$ cat config.mk
export PLATFORM = sky130hd
export DESIGN_NAME = msobs_ctrl
export DESIGN_NICKNAME = d
export VERILOG_FILES = /design/src/hw/rtl/msobs_pkg.sv /design/src/hw/rtl/msobs_ctrl.sv
export SDC_FILE = /design/constraint.sdc
export NUM_CORES = 1
export LEC_CHECK = 0
export ABC_AREA = 1
export ABC_CLOCK_PERIOD_IN_PS = 1010
export BUFFER_PORTS_ARGS = -buffer_cell sky130_fd_sc_hd__buf_2
export CAP_MARGIN = 20
export CORE_AREA = 2 2 39 41
export DETAILED_ROUTE_END_ITERATION = 7
export DIE_AREA = 0 0 41 43
export PLACE_DENSITY = 0.32
export REMOVE_ABC_BUFFERS = 1
export SLEW_MARGIN = 10
export SYNTH_ARGS = -nofsm -noshare
export SYNTH_HDL_FRONTEND = slang
export SYNTH_SLANG_ARGS = --single-unit
$ cat constraint.sdc
create_clock -name clk -period 1.01 [get_ports clk]
set_input_delay 0.0505 -clock clk [delete_from_list [all_inputs] [get_ports clk]]
set_output_delay 0.0505 -clock clk [all_outputs]
set_load 0.1 [all_outputs]
$ cat src/hw/rtl/msobs_pkg.sv
// Shared constants, payload types and controller encodings for the max-subarray engine.
`default_nettype none

package msobs_pkg;

    localparam int MAX_BLOCKS = 64;
    localparam int ID_W       = $clog2(MAX_BLOCKS);
    localparam int VALUE_W    = 16;
    localparam int BID_W      = 6;
    localparam int SUM_W      = 32;
    localparam int SEQ_W      = 64;

    localparam logic OPC_LOAD  = 1'b0;
    localparam logic OPC_INDEX = 1'b1;

    typedef struct packed {
        logic                      opcode;
        logic signed [VALUE_W-1:0] value;
        logic [BID_W-1:0]          block_id;
        logic                      last;
    } item_t;

    typedef struct packed {
        logic signed [SEQ_W-1:0] max_sum;
    } result_t;

    // one table row: the four per-block figures
    typedef struct packed {
        logic signed [SUM_W-1:0] total;
        logic signed [SUM_W-1:0] prefix;
        logic signed [SUM_W-1:0] suffix;
        logic signed [SUM_W-1:0] inner;
    } entry_t;

    typedef enum logic [1:0] {
        S_IDLE,
        S_READ,
        S_COMB
    } state_t;

    typedef struct packed {
        logic capture;
        logic exec_load;
        logic sum_index;
        logic comb_index;
    } cmd_t;

    typedef struct packed {
        logic opcode;
        logic last;
        logic out_free;
    } status_t;

endpackage

`default_nettype wire

$ cat src/hw/rtl/msobs_ctrl.sv
// Controller: sequences table read, load update and the two-step index combine.
`default_nettype none

module msobs_ctrl (
    input  wire logic              clk,
    input  wire logic              rst_n,
    input  wire logic              in_valid,
    output logic                   in_ready,
    input  wire msobs_pkg::status_t status,
    output msobs_pkg::cmd_t        cmd
);

    msobs_pkg::state_t state_reg;
    msobs_pkg::state_t state_next;

    always_ff @(posedge clk or negedge rst_n)
    begin
        if (!rst_n)
        begin
            state_reg <= msobs_pkg::S_IDLE;
        end
        else
        begin
            state_reg <= state_next;
        end
    end

    always_comb
    begin
        state_next = state_reg;
        case (state_reg)
            msobs_pkg::S_IDLE:
            begin
                if (in_valid)
                begin
                    state_next = msobs_pkg::S_READ;
                end
            end
            msobs_pkg::S_READ:
            begin
                if (status.opcode == msobs_pkg::OPC_LOAD)
                begin
                    state_next = msobs_pkg::S_IDLE;
                end
                else
                begin
                    state_next = msobs_pkg::S_COMB;
                end
            end
            msobs_pkg::S_COMB:
            begin
                // a final index waits until the output register has room
                if (!status.last || status.out_free)
                begin
                    state_next = msobs_pkg::S_IDLE;
                end
            end
            default:
            begin
                state_next = msobs_pkg::S_IDLE;
            end
        endcase
    end

    always_comb
    begin
        in_ready = 1'b0;
        cmd      = '0;
        case (state_reg)
            msobs_pkg::S_IDLE:
            begin
                in_ready    = 1'b1;
                cmd.capture = in_valid;
            end
            msobs_pkg::S_READ:
            begin
                cmd.exec_load = (status.opcode == msobs_pkg::OPC_LOAD);
                cmd.sum_index = (status.opcode == msobs_pkg::OPC_INDEX);
            end
            msobs_pkg::S_COMB:
            begin
                cmd.comb_index = !status.last || status.out_free;
            end
            default:
            begin
                in_ready = 1'b0;
            end
        endcase
    end

    a_one_cmd: assert property (@(posedge clk) disable iff (!rst_n)
        $onehot0({cmd.capture, cmd.exec_load, cmd.sum_index, cmd.comb_index}))
        else $error("more than one datapath command at once");

    a_capture_then_read: assert property (@(posedge clk) disable iff (!rst_n)
        cmd.capture |=> state_reg == msobs_pkg::S_READ)
        else $error("captured beat not followed by table read");

    a_no_overrun: assert property (@(posedge clk) disable iff (!rst_n)
        !(cmd.comb_index && status.last && !status.out_free))
        else $error("result emitted into a full output register");

    a_index_combines: assert property (@(posedge clk) disable iff (!rst_n)
        cmd.sum_index |=> state_reg == msobs_pkg::S_COMB)
        else $error("index sums not followed by combine");

endmodule

`default_nettype wire

; Word-level counts from Yosys, hierarchy flattened
; Cells that the tools add are included.
[totals]
register_bits = 2
input_bits = 6
out_inout_bits = 5
[op_classes]
eq_ne = 4
muxes = 8
bitwise = 1
reduce_logical = 4
[ops]
columns = cell, count
row1 = two-way mux 2 bit, 4
row2 = one-hot mux 2 bit (3 select lines), 1
row3 = "inequality test 2 bit, second input constant", 2
row4 = two-way mux 1 bit, 3
row5 = "equality test 2 x 1 -> 1 bit, second input constant", 1
row6 = "equality test 2 bit, second input constant", 1
row7 = zero test 2 bit, 1
row8 = AND reduction 2 bit, 1
row9 = zero test 1 bit, 1
row10 = logical OR 1 bit, 1
row11 = inverter 1 bit, 1

; Longest topological paths before layout
[logic_depth]
depth_word = 4
depth_mapped = 4
ltp_nobuf = 4

; Worst setup path after synthesis
; OpenSTA, ideal clock, no wires.
[synth_timing]
path_type = reg2out
from = register state_reg[1]
to = output cmd[3] (netlist bit)
arrival_ns = 2.639
path_slack_ns = -1.679
path_stages_with_launch = 2
n_path_buf = 0
cell_sequence = dfrtp_1 nor3b_1
[synth_lines]
columns = item, line
row1 = start: declaration, msobs_ctrl.sv:13  ; msobs_pkg::state_t state_reg;
row2 = start signal: assignment, msobs_ctrl.sv:20  ; state_reg <= msobs_pkg::S_IDLE;
row3 = start signal: assignment, msobs_ctrl.sv:24  ; state_reg <= state_next;
row4 = end: declaration, msobs_ctrl.sv:10  ; output msobs_pkg::cmd_t cmd

==> metrics.csv <==
stage;metric;value;unit
power;Clk pwr share;29.6;%
power;Internal Power;0.000338;W
timing;hold slack;0.0983;ns
run_status;failing checks;negative setup slack;
cts;clock root cell;clkbuf_4;
cells_and_area;layout cell share with drive strength beyond 1;77.1;%
grt;vias in the first global route;148;
timing;fin crit share;121;%
synthesis;top cells by area, synth;dfrtp_1, inv_1, nor3b_1, nor2_2, nand2_1;
power;Pwr Total;0.000587;W
route;WL per Instance;7.22;µm
cells_and_area;final layout net count;43;
timing;RSZ-0062 raised after global routing;yes;
setup_path;Crit Path Category;flop to primary output;
power;worst-case vdd ir drop;0.651;mV
grt;largest net degree at the start of global routing;7;
route;vias post-DR;166;
route;vias per std cell;3.25;
placement;DPL Wire Length;247;µm
die;DIE HEIGHT;43;µm
synthesis;share of the synthesized area in the top cell type;41.2;%
timing;Tmin final;1.22;ns
timing;Max Clk Rate;0.820;GHz
route;total iterations of the first detailed-routing run;1;
timing;Slew @ Worst Pin;0.211;ns
cts;CTS tree;built;
timing;Setup Skew;0.000162;ns
route;post-route antenna net violation count;0;
die;Core Area;1380;µm²
power;P_leak;0.168;nW
power;Comb pwr share;52.2;%
setup_path;worst-path fanout max;6;
cts;CTS HTree Levels;1;
timing;# setup viols final;5;
run_status;status;finished with violations;
die;Top Ports;11;
synthesis;register area share after synthesis;41.2;%
power;NetSw;0.000249;W
route;routed wire length;368;µm
cells_and_area;most frequent cells in the layout;buf_2, buf_12, buf_4;
timing;relative slew slack;85.9;%
route;Detailed Route Iter0 Violations;0;
cells_and_area;Layout area overhead;192;%
placement;Setup WS pre-CTS;0.0201;ns
die;Die W;41;µm
grt;initial antenna violation count;0;
cts;CTS max path bufs;2;
cts;CTS buffer count;3;
placement;PortBufs;10;
cells_and_area;ANT cells;0;
die;Initial Util;8.77;%
cells_and_area;multi-input logic area;75.1;µm²
placement;Final Wtd Congestion;0.567;
route;# DRC;0;
power;Switching Share;42.5;%
synthesis;syn avg cell area;7.14;µm²
min_path;worst min-delay path category;input pin to flop;
timing;Final Hold Fails;0;
power;Cell Pwr Density;1660;nW/µm²
cts;clock slew at reported path FFs;0.03;ns
synthesis;Synth Instances;17;
synthesis;Yosys reg bits;2;
cells_and_area;register area;52.6;µm²
setup_path;CP required;0.96;ns
setup_path;CP Launch Type;flop;
cells_and_area;max FFs per register;2;
grt;total congestion overflow;0;
cells_and_area;# fillers;155;
grt;first-pass GRT wire length;538;µm
synthesis;YS warnings;0;
setup_path;CP Capture Type;primary output;
grt;All-Layer GR Usage;5.32;%
cts;worst-skew pair later-pin latency;0.22;ns
run;total of max-cap violations;0;
timing;max-slew violation count;0;
die;full die area;1760;µm²
timing;worst setup margin;-0.209;ns
setup_path;WP data arrival;1.17;ns
synthesis;Distinct cells, synth;9;
synthesis;Yosys top cell by area;dfrtp_1;
cts;CTS sink cnt;2;
synthesis;mapped cell area;121;µm²
die;Site Rows;14;
power;share of power burned in registers;18.3;%
power by group through the flow:
| stage | clock (W) | combinational, W | sequential [W] |
|---|---|---|---|
| after floorplan | 0 | 0.000171 | 0.0000996 |
| after global placement | 0 | 0.000286 | 0.000102 |
| after detailed placement | 0 | 0.000286 | 0.000102 |
| after CTS | 0.000189 | 0.000302 | 0.000104 |
| after global routing | 0.000199 | 0.000318 | 0.000109 |
| final | 0.000174 | 0.000306 | 0.000107 |
stage by stage:
stage               area, µm²  TNS [ns]  instances  utilization [%]
global placement          282         0         45             20.3
CTS                       340    -0.931         51             24.6
global route              354     -1.19         51             25.6
detailed placement        282         0         45             20.3
finish                    354    -0.888         51             25.6
floorplan                 121     -4.51         17                -
synthesized netlist by cell type (all sizes together):
| cell | n |
|---|---|
| dfrtp | 2 |
| inv | 5 |
| nand2 | 2 |
| nand3 | 1 |
| nor2 | 4 |
| nor3 | 1 |
| nor3b | 2 |
path summary, 6_finish.rpt:
path | start | to | slack [ns] | depth (start not counted)
worst max-delay path | state_reg[0] | cmd[2] | -0.21 | 4
worst min-delay path | status[0] | state_reg[1] | 0.1 | 4
worst max register to register | state_reg[1] | state_reg[1] | 0.05 | 5
worst min register to register | state_reg[1] | state_reg[0] | 0.52 | 1
max in group asynchronous | rst_n | state_reg[1] | 0.76 | 2
min in group asynchronous | rst_n | state_reg[0] | 0.14 | 2
timing repair:
| action | in CTS | in global routing |
|---|---|---|
| setup endpoints to repair | 5 | 6 |
| hold endpoints to repair | 2 | 0 |
| hold buffers | 1 | 0 |
| pin swaps | 1 | 0 |
| resized for setup | 4 | 4 |
| setup buffers | 2 | 0 |
critical path: stages (launching register included):
cell     delay [ns]
dfrtp_2        0.43
inv_1          0.07
nor3_2         0.15
buf_4          0.14
buf_12         0.16
metal layers:
layer,up-vias,wire [µm],global-route usage [%]
met2,9,177,5.31
met1,70,136,5.47
li1,87,-,-
met5,-,0,0
met3,0,54,3.66
met4,0,0,8.00
cell families after synthesis:
family	Yosys count	synth area share, %
and+or+nand+nor	10	43.3
buffers and inverters	5	15.5
DFF	2	41.2
layout make-up:
cell class                 count  area share (%)
timing repair buffer          15            46.6
tap                           16            5.65
clock buffer                   3            6.36
multi-input combinational     10            21.2
inverter                       5            5.30
sequential                     2            14.8
Note: power is estimated with default switching activity, not from simulation.
